<file path="src/rtl/core/assert_macros.svh">
// Assertion macros of the keyword finder RTL, used by the scanner.
`ifndef ASSERT_MACROS_SVH
`define ASSERT_MACROS_SVH

`ifndef SYNTH

// Property must hold at every clock edge out of reset.
`define KWF_ASSERT(lbl, prop, msg) \
    lbl: assert property (@(posedge clk) disable iff (!rst_n) (prop)) else $error(msg);

// Expression must never be true out of reset.
`define KWF_ASSERT_NEVER(lbl, expr, msg) \
    lbl: assert property (@(posedge clk) disable iff (!rst_n) !(expr)) else $error(msg);

`else

`define KWF_ASSERT(lbl, prop, msg)
`define KWF_ASSERT_NEVER(lbl, expr, msg)

`endif

`endif

</file>
<file path="src/rtl/core/kwf_pkg.sv">
// Package: constants, types and helpers of the keyword finder.
`default_nettype none

package kwf_pkg;

    localparam int KEYWORD_MAX   = 8;
    localparam int POSITION_BITS = 16;
    localparam int DEPTH_BITS    = 8;

    localparam int COUNT_BITS     = $clog2(KEYWORD_MAX + 1);
    localparam int KW_CHARS_BITS  = 64;
    localparam int KW_LEN_BITS    = 4;
    localparam int CFG_DATA_BITS  = 64;
    localparam int CFG_INDEX_BITS = 1;

    typedef enum logic [CFG_INDEX_BITS-1:0] {
        REG_KEYWORD_CHARS  = 1'b0,
        REG_KEYWORD_LENGTH = 1'b1
    } cfg_reg_t;

    typedef enum logic [2:0] {
        ST_FOUND     = 3'd0,
        ST_NOT_FOUND = 3'd1,
        ST_STRAY     = 3'd2,
        ST_UNCLOSED  = 3'd3,
        ST_OVERFLOW  = 3'd4
    } scan_status_t;

    localparam logic [7:0] CASE_FOLD     = 8'h20;
    localparam logic [7:0] CH_QUOTE      = 8'h27;
    localparam logic [7:0] CH_UNDERSCORE = 8'h5F;
    localparam logic [7:0] CH_LPAREN     = 8'h28;
    localparam logic [7:0] CH_RPAREN     = 8'h29;
    localparam logic [7:0] CH_LSQUARE    = 8'h5B;
    localparam logic [7:0] CH_RSQUARE    = 8'h5D;

    typedef struct packed {
        logic [7:0] text_byte;
        logic       end_of_text;
    } in_item_t;

    typedef struct packed {
        logic [2:0]  scan_status;
        logic [15:0] match_position;
    } out_item_t;

    // Handshake between input register and scanner
    typedef struct packed {
        logic valid;
        logic pop;
    } stage_ctl_t;

    function automatic logic is_word_char(input logic [7:0] c);
        return (c inside {[8'h30:8'h39], [8'h41:8'h5A], [8'h61:8'h7A]})
            || (c == CH_UNDERSCORE);
    endfunction

endpackage

`default_nettype wire

</file>
<file path="src/rtl/core/kwf_in_stage.sv">
// Input register of the keyword finder.
`default_nettype none

module kwf_in_stage
    import kwf_pkg::*;
(
    input  wire logic       clk,
    input  wire logic       rst_n,
    input  wire logic       in_valid,
    output logic            in_ready,
    input  wire in_item_t   in_data,
    input  wire logic       s1_pop,
    output logic            s1_valid,
    output in_item_t        s1_item
);

    logic     valid_reg;
    logic     valid_next;
    in_item_t item_reg;

    assign in_ready   = !valid_reg || s1_pop;
    assign valid_next = (in_valid && in_ready) ? 1'b1 : (s1_pop ? 1'b0 : valid_reg);

    always_ff @(posedge clk or negedge rst_n)
    begin
        if (!rst_n)
        begin
            valid_reg <= 1'b0;
        end
        else
        begin
            valid_reg <= valid_next;
        end
    end

    always_ff @(posedge clk)
    begin
        if (in_valid && in_ready)
        begin
            item_reg <= in_data;
        end
    end

    assign s1_valid = valid_reg;
    assign s1_item  = item_reg;

endmodule

`default_nettype wire

</file>
<file path="src/rtl/core/kwf_scanner.sv">
// Scan state, keyword registers and per-byte update logic.
`default_nettype none

`include "assert_macros.svh"

module kwf_scanner
    import kwf_pkg::*;
(
    input  wire logic                       clk,
    input  wire logic                       rst_n,
    input  wire logic                       cfg_we,
    input  wire logic [CFG_INDEX_BITS-1:0]  cfg_index,
    input  wire logic [CFG_DATA_BITS-1:0]   cfg_data,
    input  wire in_item_t                   s1_item,
    input  wire logic                       s1_valid,
    input  wire logic                       res_ready,
    output stage_ctl_t                      s1_ctl,
    output logic                            res_push,
    output out_item_t                       res_item
);

    localparam logic [DEPTH_BITS-1:0]    DEPTH_MAX = {DEPTH_BITS{1'b1}};
    localparam logic [POSITION_BITS-1:0] POS_MAX   = {POSITION_BITS{1'b1}};
    localparam logic [KW_LEN_BITS-1:0]   LEN_CAP   = KW_LEN_BITS'(KEYWORD_MAX);

    logic [KW_CHARS_BITS-1:0] kw_chars_reg;
    logic [KW_LEN_BITS-1:0]   kw_len_reg;

    logic [COUNT_BITS-1:0]    matched_count_reg, matched_count_next;
    logic                     word_start_reg, word_start_next;
    logic                     in_string_reg, in_string_next;
    logic [DEPTH_BITS-1:0]    round_depth_reg, round_depth_next;
    logic [DEPTH_BITS-1:0]    square_depth_reg, square_depth_next;
    logic [POSITION_BITS-1:0] byte_pos_reg, byte_pos_next;
    logic                     finished_reg, finished_next;
    scan_status_t             held_status_reg, held_status_next;
    logic [POSITION_BITS-1:0] held_pos_reg, held_pos_next;

    logic [KW_LEN_BITS-1:0]   len_eff;
    logic                     count_done;
    logic [2:0]               kw_idx;
    logic [7:0]               want_char;
    logic [7:0]               c;
    logic                     char_hit;
    logic                     pop;
    logic                     eot_pop;
    scan_status_t             final_status;
    logic [POSITION_BITS-1:0] final_pos;
    logic [31:0]              final_pos_wide;

    // Keyword registers
    always_ff @(posedge clk or negedge rst_n)
    begin
        if (!rst_n)
        begin
            kw_chars_reg <= '0;
            kw_len_reg   <= KW_LEN_BITS'(1);
        end
        else if (cfg_we)
        begin
            case (cfg_reg_t'(cfg_index))
                REG_KEYWORD_CHARS:  kw_chars_reg <= cfg_data[KW_CHARS_BITS-1:0];
                REG_KEYWORD_LENGTH: kw_len_reg   <= cfg_data[KW_LEN_BITS-1:0];
                default:            ;
            endcase
        end
    end

    assign c          = s1_item.text_byte;
    assign len_eff    = (kw_len_reg > LEN_CAP) ? LEN_CAP : kw_len_reg;
    assign count_done = KW_LEN_BITS'(matched_count_reg) >= len_eff;
    assign kw_idx     = 3'(matched_count_reg);
    assign want_char  = kw_chars_reg[{kw_idx, 3'b000} +: 8];
    assign char_hit   = !count_done && ((c | CASE_FOLD) == want_char);

    // Non-eot transfers never stall; eot waits for room in the result register
    assign pop        = s1_valid && (!s1_item.end_of_text || res_ready);
    assign eot_pop    = pop && s1_item.end_of_text;
    assign s1_ctl     = '{valid: s1_valid, pop: pop};

    // Outcome at end of text
    always_comb
    begin
        final_status = held_status_reg;
        final_pos    = held_pos_reg;
        if (!finished_reg)
        begin
            if ((round_depth_reg != '0) || (square_depth_reg != '0))
            begin
                final_status = ST_UNCLOSED;
            end
            else if (count_done)
            begin
                final_status = ST_FOUND;
                final_pos    = byte_pos_reg;
            end
            else
            begin
                final_status = ST_NOT_FOUND;
            end
        end
    end

    assign final_pos_wide = 32'(final_pos);
    assign res_push       = eot_pop;
    assign res_item.scan_status    = final_status;
    assign res_item.match_position = (final_status == ST_FOUND) ? final_pos_wide[15:0] : 16'd0;

    // Per-byte update
    always_comb
    begin
        matched_count_next = matched_count_reg;
        word_start_next    = word_start_reg;
        in_string_next     = in_string_reg;
        round_depth_next   = round_depth_reg;
        square_depth_next  = square_depth_reg;
        byte_pos_next      = byte_pos_reg;
        finished_next      = finished_reg;
        held_status_next   = held_status_reg;
        held_pos_next      = held_pos_reg;

        if (eot_pop)
        begin
            matched_count_next = '0;
            word_start_next    = 1'b1;
            in_string_next     = 1'b0;
            round_depth_next   = '0;
            square_depth_next  = '0;
            byte_pos_next      = '0;
            finished_next      = 1'b0;
            held_status_next   = ST_NOT_FOUND;
            held_pos_next      = '0;
        end
        else if (pop && !finished_reg)
        begin
            if (byte_pos_reg != POS_MAX)
            begin
                byte_pos_next = byte_pos_reg + 1'b1;
            end

            if (in_string_reg)
            begin
                if (c == CH_QUOTE)
                begin
                    in_string_next = 1'b0;
                end
            end
            else if (is_word_char(c))
            begin
                if (word_start_reg && (round_depth_reg == '0) && (square_depth_reg == '0))
                begin
                    if (char_hit)
                    begin
                        matched_count_next = matched_count_reg + 1'b1;
                    end
                    else
                    begin
                        matched_count_next = '0;
                        word_start_next    = 1'b0;
                    end
                end
            end
            else if (count_done)
            begin
                // keyword complete: takes priority over bracket handling
                finished_next    = 1'b1;
                held_status_next = ST_FOUND;
                held_pos_next    = byte_pos_reg;
            end
            else
            begin
                matched_count_next = '0;
                word_start_next    = 1'b1;
                case (c)
                    CH_QUOTE:
                    begin
                        in_string_next = 1'b1;
                    end
                    CH_LPAREN:
                    begin
                        if (round_depth_reg == DEPTH_MAX)
                        begin
                            finished_next    = 1'b1;
                            held_status_next = ST_OVERFLOW;
                            held_pos_next    = '0;
                        end
                        else
                        begin
                            round_depth_next = round_depth_reg + 1'b1;
                        end
                    end
                    CH_RPAREN:
                    begin
                        if (round_depth_reg == '0)
                        begin
                            finished_next    = 1'b1;
                            held_status_next = ST_STRAY;
                            held_pos_next    = '0;
                        end
                        else
                        begin
                            round_depth_next = round_depth_reg - 1'b1;
                        end
                    end
                    CH_LSQUARE:
                    begin
                        if (square_depth_reg == DEPTH_MAX)
                        begin
                            finished_next    = 1'b1;
                            held_status_next = ST_OVERFLOW;
                            held_pos_next    = '0;
                        end
                        else
                        begin
                            square_depth_next = square_depth_reg + 1'b1;
                        end
                    end
                    CH_RSQUARE:
                    begin
                        if (square_depth_reg == '0)
                        begin
                            finished_next    = 1'b1;
                            held_status_next = ST_STRAY;
                            held_pos_next    = '0;
                        end
                        else
                        begin
                            square_depth_next = square_depth_reg - 1'b1;
                        end
                    end
                    default:
                    begin
                    end
                endcase
            end
        end
    end

    always_ff @(posedge clk or negedge rst_n)
    begin
        if (!rst_n)
        begin
            matched_count_reg <= '0;
            word_start_reg    <= 1'b1;
            in_string_reg     <= 1'b0;
            round_depth_reg   <= '0;
            square_depth_reg  <= '0;
            byte_pos_reg      <= '0;
            finished_reg      <= 1'b0;
            held_status_reg   <= ST_NOT_FOUND;
            held_pos_reg      <= '0;
        end
        else
        begin
            matched_count_reg <= matched_count_next;
            word_start_reg    <= word_start_next;
            in_string_reg     <= in_string_next;
            round_depth_reg   <= round_depth_next;
            square_depth_reg  <= square_depth_next;
            byte_pos_reg      <= byte_pos_next;
            finished_reg      <= finished_next;
            held_status_reg   <= held_status_next;
            held_pos_reg      <= held_pos_next;
        end
    end

    `KWF_ASSERT_NEVER(a_count_bound, KW_LEN_BITS'(matched_count_reg) > LEN_CAP, "match count past keyword max")
    `KWF_ASSERT(a_clear_after_eot, res_push |=> (byte_pos_reg == '0) && !finished_reg && (round_depth_reg == '0) && (square_depth_reg == '0), "scan state not cleared after end of text")
    `KWF_ASSERT(a_finished_sticky, finished_reg && !eot_pop |=> finished_reg, "early outcome lost before end of text")
    `KWF_ASSERT(a_pos_frozen, finished_reg && !eot_pop |=> $stable(byte_pos_reg), "position moved after scan finished")

endmodule

`default_nettype wire

</file>
<file path="src/rtl/core/kwf_out_stage.sv">
// Result register of the keyword finder.
`default_nettype none

module kwf_out_stage
    import kwf_pkg::*;
(
    input  wire logic       clk,
    input  wire logic       rst_n,
    input  wire logic       res_push,
    input  wire out_item_t  res_item,
    output logic            res_ready,
    output logic            out_valid,
    input  wire logic       out_ready,
    output out_item_t       out_data
);

    logic      valid_reg;
    logic      valid_next;
    out_item_t item_reg;

    assign res_ready  = !valid_reg || out_ready;
    assign valid_next = res_push ? 1'b1 : (out_ready ? 1'b0 : valid_reg);

    always_ff @(posedge clk or negedge rst_n)
    begin
        if (!rst_n)
        begin
            valid_reg <= 1'b0;
        end
        else
        begin
            valid_reg <= valid_next;
        end
    end

    always_ff @(posedge clk)
    begin
        if (res_push)
        begin
            item_reg <= res_item;
        end
    end

    assign out_valid = valid_reg;
    assign out_data  = item_reg;

endmodule

`default_nettype wire

</file>
<file path="src/rtl/core/top_level_keyword_finder.sv">
// Top level of the keyword finder: input register, scanner, result register.
`default_nettype none

// Scans a text one byte per transfer and reports, at end of text, whether a
// configured keyword (up to eight lower-case bytes, compared case-insensitively)
// occurs as a whole word outside quoted strings and round or square brackets,
// together with the byte index just after it. Other outcomes: not found, stray
// closing bracket, unclosed bracket and nesting overflow. Rate: one byte per
// clock unless an end-of-text transfer waits; the scan state updates from the
// input register at each transfer, so a transfer may follow every cycle. An
// end-of-text byte goes via the input and result registers to out_valid.
// Bytes never wait in the input register; an end-of-text transfer waits there
// only while the result register still holds an untaken result, and holds off
// the next input transfer meanwhile. Write the keyword registers through
// cfg_we/cfg_index/cfg_data only when the block is idle.

module top_level_keyword_finder
    import kwf_pkg::*;
(
    input  wire logic                       clk,
    input  wire logic                       rst_n,
    input  wire logic                       cfg_we,
    input  wire logic [CFG_INDEX_BITS-1:0]  cfg_index,
    input  wire logic [CFG_DATA_BITS-1:0]   cfg_data,
    input  wire logic                       in_valid,
    output logic                            in_ready,
    input  wire in_item_t                   in_data,
    output logic                            out_valid,
    input  wire logic                       out_ready,
    output out_item_t                       out_data
);

    logic       s1_valid;
    in_item_t   s1_item;
    stage_ctl_t s1_ctl;
    logic       res_push;
    logic       res_ready;
    out_item_t  res_item;

    // Input register: decouples the upstream transfer from the scanner
    kwf_in_stage u_in_stage
    (
        .clk      (clk),
        .rst_n    (rst_n),
        .in_valid (in_valid),
        .in_ready (in_ready),
        .in_data  (in_data),
        .s1_pop   (s1_ctl.pop),
        .s1_valid (s1_valid),
        .s1_item  (s1_item)
    );

    // Scan state and keyword registers; one byte per cycle unless an end-of-text byte waits
    kwf_scanner u_scanner
    (
        .clk       (clk),
        .rst_n     (rst_n),
        .cfg_we    (cfg_we),
        .cfg_index (cfg_index),
        .cfg_data  (cfg_data),
        .s1_item   (s1_item),
        .s1_valid  (s1_valid),
        .res_ready (res_ready),
        .s1_ctl    (s1_ctl),
        .res_push  (res_push),
        .res_item  (res_item)
    );

    // Result register: holds one outcome until the downstream transfer
    kwf_out_stage u_out_stage
    (
        .clk       (clk),
        .rst_n     (rst_n),
        .res_push  (res_push),
        .res_item  (res_item),
        .res_ready (res_ready),
        .out_valid (out_valid),
        .out_ready (out_ready),
        .out_data  (out_data)
    );

endmodule

`default_nettype wire
</file>
<file path="config.mk">
export PLATFORM = sky130hd
export DESIGN_NAME = top_level_keyword_finder
export DESIGN_NICKNAME = d
export VERILOG_FILES = /design/src/rtl/core/kwf_pkg.sv /design/src/rtl/core/kwf_in_stage.sv /design/src/rtl/core/kwf_scanner.sv /design/src/rtl/core/kwf_out_stage.sv /design/src/rtl/core/top_level_keyword_finder.sv
export VERILOG_INCLUDE_DIRS = /design/src /design/src/rtl/core
export SDC_FILE = /design/constraint.sdc
export NUM_CORES = 1
export LEC_CHECK = 0
export BUFFER_PORTS_ARGS = -buffer_cell sky130_fd_sc_hd__buf_4
export CORE_MARGIN = 2
export CORE_UTILIZATION = 50
export DETAILED_ROUTE_END_ITERATION = 12
export GPL_ROUTABILITY_DRIVEN = 0
export PLACE_DENSITY = 0.8
export SKIP_CTS_REPAIR_TIMING = 1
export SYNTH_ARGS = -nofsm -noshare
export SYNTH_HDL_FRONTEND = slang
export SYNTH_SLANG_ARGS = --single-unit
</file>
<file path="constraint.sdc">
create_clock -name clk -period 3.4 [get_ports clk]
set_input_delay 0.17 -clock clk [delete_from_list [all_inputs] [get_ports clk]]
set_output_delay 0.17 -clock clk [all_outputs]
set_load 0.005 [all_outputs]
</file>
* Word-level counts from Yosys, hierarchy flattened *
Cells that the tools add are included.

storage, ports and cells
  logic and storage cells = 179
  bits of input ports = 79
  bits in registers = 156
  output and inout port bits = 21

operators by class
  equal/unequal tests = 24
  multiplexer cells = 81
  reductions and logical operators = 41
  bitwise gates (word level) = 1
  order comparisons = 8
  add/subtract/negate cells = 6
  shifts and indexed selects = 1

operator list
  cell                                                               number
  2-to-1 mux 16 bit                                                  15
  2-to-1 mux 8 bit                                                   14
  one-hot mux 16 bit (4 select lines)                                1
  indexed part select 64 x 7 -> 8 bit                                1
  2-to-1 mux 3 bit                                                   11
  2-to-1 mux 4 bit                                                   8
  one-hot mux 8 bit (2 select lines)                                 2
  2-to-1 mux 1 bit                                                   28
  == test 8 x 6 -> 1 bit, second input constant                      3
  == test 8 x 7 -> 1 bit, second input constant                      3
  != test 3 x 2 -> 1 bit, second input constant                      7
  adder 16 x 1 -> 16 bit, second input constant                      1
  adder 8 x 1 -> 8 bit, second input constant                        2
  == test 8 bit, second input constant                               2
  greater-or-equal comparator 8 x 7 -> 1 bit, second input constant  2
  <= comparator 8 x 7 -> 1 bit, second input constant                2
  zero test 8 bit                                                    2
  != test 16 bit, second input constant                              1
  != test 4 x 1 -> 1 bit, second input constant                      4
  nonzero test 8 bit                                                 2
  subtractor 8 x 1 -> 8 bit, second input constant                   2
  AND reduction 7 bit                                                2
  one-hot mux 3 bit (4 select lines)                                 1
  logical AND 1 bit                                                  10
  other kinds (19)                                                   36

* Depth between registers and ports, before layout *
Gate-level depths: netlist of the first run.

  depth after elaboration = 11
  depth in mapped cells = 12
  depth with buffers taken out = 12

* Modules after synthesis *
A second synthesis of the first run with hierarchy kept.

unflattened totals
  cell total of the unflattened synthesis = 650
  area, all modules = 7773.7 sq um

modules (own cells, without submodules)
  module         sequential area each (sq um)  times used  area each (sq um)  cells an instance
  kwf_scanner    3156.8                        1           6831.6             615
  kwf_out_stage  595.6                         1           618.1              22
  kwf_in_stage   295.3                         1           324.1              13

* Worst setup path after synthesis of the first run *
OpenSTA, ideal clock, no wires.

  kind = register to register
  from = reg u_in_stage.item_reg, in the netlist u_in_stage.s1_item[5]
  to = reg u_scanner.round_depth_reg[7]
  buffers on the path = 0
  setup time = 78 ps
  data required time = 3322 ps
  slack = -124 ps
  cell stages (with the launch flop) = 13
  arrival = 3446 ps
  period minus slack after synthesis = 3524 ps
  cell sequence = edfxtp_1 > or3b_1 > nor4_2 > nand2_1 > inv_1 > ha_1 > a21o_1 > a21oi_1 > o21bai_1 > a2111oi_0 > nor3_1 > or4_1 > a21oi_1

between the ends
  cells in the longest elaborated chain, start to end = 7
  elaborated cells between the ends (all ways) = 25
  classes of those cells = 6 x order compare; 6 x eq/ne; 6 x mux; 7 x reduce/logical

RTL lines
  item                                                                                                line                RTL
  start, declared                                                                                     kwf_in_stage.sv:19  in_item_t item_reg;
  start signal, assigned                                                                              kwf_in_stage.sv:40  item_reg <= in_data;
  parallel branches: the longest is 7 deep, another holds greater-or-equal comparator 8 x 6 -> 1 bit  n/a
  end signal, assigned                                                                                kwf_scanner.sv:258  round_depth_reg <= round_depth_next;
  end, declared                                                                                       kwf_scanner.sv:32   logic [DEPTH_BITS-1:0] round_depth_reg, round_depth_next;

Parallel ways; which one is timed is not known. The select of a mux whose other input is x is not followed.
A chain may end at the register's enable or synchronous reset.

* Worst setup path in the final report of the first run *
  from = reg u_in_stage.item_reg, in the netlist u_in_stage.s1_item[6]
  to = reg u_scanner.round_depth_reg[7]

Same word-level chain as after synthesis.

==> metrics.txt, run 1 <==
Via Count=5850; WP data arrival=3.57 ns; share of the yosys chip area belonging to registers=52.1%; final slew viol count=0; Post-Syn Nets=743; number of flops mapped to enable cells by yosys=28; drt wl/cell=18.1 um; clk root buf=clkbuf_16; Final Cell Area=0.0100 sq mm; skew final=0.00729 ns; power density over cell area=472 mW/mm^2; async set or reset register ratio after synthesis=82.1%; Die Y=129 um; vias in the first global route=5784; grt ovf=0; Placed Cells=918; Warnings, synthesis=0; status=complete, no violations; initial core utilization=51.1%; Max VDD drop=0.000382 V; die area=0.0165 sq mm; fin nets=923; critical setup path kind=reg2reg; Synth area leader=dfrtp_1; I/O Buffers=99; critical path required time=3.75 ns; DRT iter0 DRCs=360; vias per inst=5.71; num rows=45; GRT Total Usage=21.3%; Tmin final=3.21 ns; CTS tree=built; worst-path maximum fanout=7; Worst setup EP type=flip-flop; synthesized area=0.00777 sq mm; IO Pins=100; # diodes=0; R2R setup slack=0.19 ns; DP Wirelength=11700 um; max-cap violations=0; cell count after synthesis=644; Leak=4.47 nW; hold path cells=3; Synth area leaders=dfrtp_1 40%, mux2_2 11%, edfxtp_1 11%; die width=129 um; launch point of the worst reg-to-reg path=u_in_stage.s1_item[6]; fin crit share=94.5%; top cell type's share of synthesized area=40.3%; startpoint type of the worst setup path=flip-flop; Max clock buf depth=2; Slew HR=45.8%; max FFs per register=64; final instance count without filler cells=1025; fmax=0.311 GHz; Power Total=4.74 mW; Synth Flop Type=dfrtp_1; Worst R2R End=u_scanner.round_depth_reg[7]; Reg2Reg Depth=12; WHS Endpoint=u_out_stage.out_valid; Layout area overhead=29.3%; syn_area_per_cell=12.1 sq um; Residual DRC=0; share of cells above drive strength 1=28.4%; Netlist cell types=61; worst skew pair latency=0.43 ns; global-route wire length before repair=27700 um; Yosys reg bits=156; core area=0.0152 sq mm; initial antenna violation count=0; Routed WL=18600 um; total number of H-tree levels=4; Hold Startpoint=out_ready; Reg clk slew, reported paths=0.06 ns; actual slew at the worst max-slew pin=0.813 ns; Placement Cell Area=0.00871 sq mm; Fin. Hold Viols=0; final setup fails=0; Num Clock Sinks=156; DR pass1 iterations=5; largest net degree at the start of global routing=68; HP Class=in2reg; total CTS buffers=17; Post-DRT Antenna Nets=0
==> routing by layer <==
| layer | part of all wire (%) | GRT usage [%] |
|---|---|---|
| met3 | 4.5 | 5.61 |
| met5 | 0 | 0 |
| met4 | 2.0 | 9.08 |
| met1 | 41 | 26.8 |
| met2 | 53 | 34.9 |
==> cell type report <==
| cell class | count | area, sq um |
|---|---|---|
| fillers | 1073 | 5160 |
| inverters | 15 | 58.8 |
| clock buffers | 21 | 462 |
| flip-flops and latches | 156 | 4050 |
| repair buffers | 189 | 1620 |
| multi-input cells | 445 | 3530 |
| clock inverters | 11 | 90.1 |
| well taps | 188 | 235 |
==> cell usage in the layout (no fill, tap or decap), drive strengths merged, types with 8 or more instances in the layout <==
cell type,count
mux2i,45
xnor2,17
or4,8
ha,18
buf,114
nand4,13
a22o,20
or3,8
a21o,8
nor2,59
dlygate4sd3,75
xor2,9
clkbuf,21
nand2,27
o21ai,13
a21oi,26
nand3,8
inv,17
dfrtp,125
edfxtp,28
clkinv,8
mux2,76
==> cells by family (layout without fill, tap and decap cells) <==
kind of cell	count (synthesis)	after routing	share of synthesized area, %
AND/OR/NAND/NOR	170	170	11.4
flip-flops	156	156	52.1
multiplexers	124	124	17.7
AO/OA/AOI/OAI	105	105	9.49
buffers and inverters	43	236	2.98
XOR/XNOR	26	26	2.93
adder cells (fa/ha/maj)	20	20	3.42
==> synthesized netlist by cell type, types with 3 or more instances <==
master	instances
nor4_1	3
a22oi_1	5
edfxtp_1	28
o21ai_0	12
o21bai_1	5
mux2i_1	45
and4_1	3
nand2b_1	7
nand4_1	13
a21o_1	8
buf_2	3
nand3_1	7
dfrtp_1	125
and2_1	6
o22ai_1	5
a21oi_1	26
xor2_1	9
nor3_1	7
mux2_2	76
nor2_1	59
o2111ai_1	3
nor2b_1	7
inv_1	15
or3_1	8
buf_4	3
xnor2_1	17
dfstp_2	3
ha_1	18
mux4_2	3
a22o_1	20
clkbuf_1	17
or4_1	8
nand2_1	27
o21a_1	3
buf_6	3
==> power breakdown <==
part / leakage (nW) / switching (mW) / internal (mW)
clock: 0.281 / 0.751 / 1.04
sequential: 1.88 / 0.128 / 2.10
combinational: 2.31 / 0.338 / 0.383
total: 4.47 / 1.22 / 3.52
==> how the worst max path moves through the flow <==
| stage | startpoint | to | cells past startpoint |
|---|---|---|---|
| final | u_in_stage.s1_item[6] | u_scanner.round_depth_reg[7] | 12 |
| after global routing | u_in_stage.s1_item[6] | u_scanner.round_depth_reg[7] | 12 |
| after CTS | u_in_stage.s1_item[5] | u_scanner.round_depth_reg[7] | 12 |
| after detailed placement | u_in_stage.s1_item[6] | u_scanner.round_depth_reg[7] | 12 |
| after global placement | u_in_stage.s1_item[5] | u_scanner.round_depth_reg[7] | 12 |
| after floorplan | u_in_stage.s1_item[5] | u_scanner.round_depth_reg[7] | 12 |
==> worst max-delay path, stage by stage (launching register included) <==
cell and delay [ns]:
edfxtp_1 0.42, or3b_4 0.43, nor4_4 0.15, nand2_1 0.15
inv_4 0.14, ha_1 0.24, a21o_1 0.19, a21oi_2 0.17
o21bai_1 0.15, a2111oi_4 0.36, nor3_1 0.12, or4_1 0.47
a21oi_1 0.15
==> metrics by stage <==
step	setup TNS, ns	utilization, %	setup WS [ns]	hold slack, ns
floorplan	0	-	0.0359	-0.126
global placement	0	57.3	0.133	0.277
detailed placement	-0.0168	57.3	-0.0168	0.292
CTS	-0.0141	60.9	-0.0141	-0.172
global route	-0.0135	66.1	-0.0135	0.0827
finish	0	66.1	0.186	0.0414
Note: power is estimated with default switching activity, not from simulation.
==> run 2: changes to the inputs <==
- ABC_AREA: not set -> 1
- MAX_ROUTING_LAYER: not set -> met4
==> run 2 against run 1 <==
Against the previous run:
- the run now ends with negative hold slack left
- clock-buffer cell count decreased by 4
- first-iteration DRC count grew 130%
- cell count is 37% higher
- sequential power rose by 8%
- sequential share of layout area down 1.0 points
- power is 19% higher
- area after synthesis increased by 8.1%
- synthesized cell count up 63%
- setup slack improved by 0.40 ns
- combinational power is 64% higher
- register-to-register slack improved by 0.40 ns
- critical path type unchanged
- largest cell class unchanged
==> metrics.txt, run 2 <==
final core occ=62.3% (was 66.1%); final instance count without filler cells=1409 (was 1025); syn_area_per_cell=7.98 sq um (was 12.1 sq um); skew final=0.00832 ns (was 0.00729 ns); final setup fails=0 (unchanged); Tmin final=2.82 ns (was 3.21 ns); Fin. Hold Viols=10 (was 0); initial antenna violation count=1 (was 0); max FFs per register=64 (unchanged); Routed WL=20600 um (was 18600 um); Synth area leaders=dfrtp_1 37%, nand2_1 12%, edfxtp_1 10% (was dfrtp_1 40%, mux2_2 11%, edfxtp_1 11%); Placed Cells=1341 (was 918); Max VDD drop=0.000400 V (was 0.000382 V); DR pass1 iterations=5 (unchanged); async set or reset register ratio after synthesis=82.1% (unchanged); share of the yosys chip area belonging to registers=48.2% (was 52.1%); most frequent cells in the layout=267 x nand2_1, 125 x dfrtp_1, 120 x nor2_1 (was 125 x dfrtp_1, 113 x buf_4, 76 x mux2_2); vias per inst=5.34 (was 5.71); Max clock buf depth=2 (unchanged); Synth area leader=dfrtp_1 (unchanged); Via Count=7519 (was 5850); Post-Synth Simple-Gate Area=26.8% (was 11.4%); Post-DRT Antenna Nets=0 (unchanged); xor/xnor cell area share of the yosys netlist=1.67% (was 2.93%); Power Total=5.65 mW (was 4.74 mW); R2R setup slack=0.58 ns (was 0.19 ns); top cell type's share of synthesized area=37.3% (was 40.3%); cell count after synthesis=1052 (was 644); total number of H-tree levels=4 (unchanged); actual slew at the worst max-slew pin=0.964 ns (was 0.813 ns); vias in the first global route=6769 (was 5784); Hold Startpoint=cfg_data[46] (was out_ready); grt ovf=0 (unchanged); CTS tree=built (unchanged); Post-Syn Nets=1151 (was 743); die area=0.0178 sq mm (was 0.0165 sq mm); startpoint type of the worst setup path=flip-flop (unchanged); Num Clock Sinks=156 (unchanged); IO Pins=100 (unchanged); Worst R2R End=u_out_stage.out_data[11] (was u_scanner.round_depth_reg[7]); critical path required time=3.58 ns (was 3.75 ns); worst-path maximum fanout=17 (was 7); max-cap violations=0 (unchanged); die width=134 um (was 129 um); worst skew pair latency=0.43 ns (about the same); power density over cell area=549 mW/mm^2 (was 472 mW/mm^2); I/O Buffers=99 (unchanged); most common cell in the netlist=nand2_1 (was dfrtp_1); global-route wire length before repair=32700 um (was 27700 um); Worst setup EP type=flip-flop (unchanged); worst hold slack=-0.0151 ns (was 0.0414 ns); post-synthesis adder-cell area fraction=3.16% (was 3.41%); Warnings, synthesis=0 (unchanged); CP Launch Point=u_scanner.kw_len_reg[0] (was u_in_stage.s1_item[6]); Netlist cell types=39 (was 61); WP data arrival=3.00 ns (was 3.57 ns); synthesized area=0.00839 sq mm (was 0.00777 sq mm); core area=0.0165 sq mm (was 0.0152 sq mm); number of flops mapped to enable cells by yosys=28 (unchanged); Reg clk slew, reported paths=0.06 ns (about the same); largest family of logic cells by synthesized area=simple AND/OR/NAND/NOR gates (was multiplexers); DP Wirelength=13500 um (was 11700 um); Leak=4.98 nW (was 4.47 nW); HP Class=in2reg (unchanged); failing checks=negative hold slack; Layout area overhead=22.7% (was 29.3%); share of cells above drive strength 1=16.5% (was 28.4%); fin crit share=82.9% (was 94.5%); RSZ-0062 raised after global routing=false; Reg2Reg Depth=11 (was 12); drt wl/cell=14.7 um (was 18.1 um); Die Y=134 um (was 129 um); status=complete, but fails checks (was complete, no violations); num rows=47 (was 45); initial core utilization=50.8% (was 51.1%); Yosys reg bits=156 (unchanged); fmax=0.355 GHz (was 0.311 GHz); WHS Endpoint=u_scanner.kw_chars_reg[46] (was u_out_stage.out_valid); post-synthesis compound-gate area fraction=9.78% (was 9.49%); DRT iter0 DRCs=818 (was 360); launch point of the worst reg-to-reg path=u_scanner.kw_len_reg[0] (was u_in_stage.s1_item[6]); GRT Total Usage=23.5% (was 21.3%); multiplexer share of the synthesized area=2.41% (was 17.7%); largest net degree at the start of global routing=94 (was 68); fin nets=1274 (was 923); Final TNS setup=0 ns (unchanged); Residual DRC=0 (unchanged); clk root buf=clkbuf_16 (unchanged); Synth Flop Type=dfrtp_1 (unchanged); hold path cells=3 (unchanged); Slew HR=35.7% (was 45.8%); synth cell count leaders=268 x nand2_1, 125 x dfrtp_1, 120 x nor2_1 (was 125 x dfrtp_1, 76 x mux2_2, 59 x nor2_1); total CTS buffers=17 (unchanged); commonest non-fill, non-tap cell in the layout=nand2_1 (was dfrtp_1); final slew viol count=0 (unchanged); critical setup path kind=reg2reg (unchanged)
[run 2: cell families (layout without fill, tap and decap cells)]
family                     after synthesis  count (layout)
and+or+nand+nor                        535             535
muxes                                   18              18
adders and majority gates               20              20
buffers and inverters                  162             298
DFF                                    156             156
AOI/OAI and AO/OA                      145             145
xor gates and xnor gates                16              16
other                                    0               1
[run 2: critical path: stages, from the launching register on]
cell,delay (ns)
dfstp_2,0.55
nor3_1,0.05
o21ai_0,0.15
ha_1,0.27
inv_1,0.06
nor2_1,0.04
o21ai_0,0.15
nand3_1,0.30
nand2_2,0.39
clkinv_1,0.32
nor2_1,0.22
nor3_2,0.06
[run 2: power breakdown]
part	switching [mW]	internal, mW	total (mW)
sequential	0.217	2.18	2.40
clock	0.780	1.30	2.08
combinational	0.731	0.445	1.18
total	1.73	3.92	5.65
[run 2: worst max path at each step]
stage | cells past startpoint | end
finish | 11 | u_out_stage.out_data[11]
global route | 11 | u_out_stage.out_data[11]
CTS | 11 | u_out_stage.out_data[11]
detailed placement | 11 | u_out_stage.out_data[11]
global placement | 11 | u_out_stage.out_data[11]
floorplan | 13 | u_scanner.square_depth_reg[5]
[run 2: final cells by class]
class                      instances  area (sq um)
timing repair buffer             147          1200
clock inverter                    15           219
sequential                       156          4050
inverter                         119           447
clock buffer                      17           425
antenna                            1          2.50
fill                            1345          6220
tap                              220           275
multi-input combinational        734          3680
[run 2: metrics by stage]
step | area (sq um) | setup slack (ns)
finish | 10300 | 0.581
global route | 10300 | 0.368
CTS | 9950 | 0.645
detailed placement | 9310 | 0.674
global placement | 9310 | 0.761
floorplan | 8390 | 1.13
[run 2: routing by layer]
metal	global-route usage, %	vias to the layer above	wire, um
met5	-	-	0
met1	32.5	3560	9270
met2	35.5	258	9710
met4	7.74	0	509
met3	4.07	40	1160
li1	-	3661	-
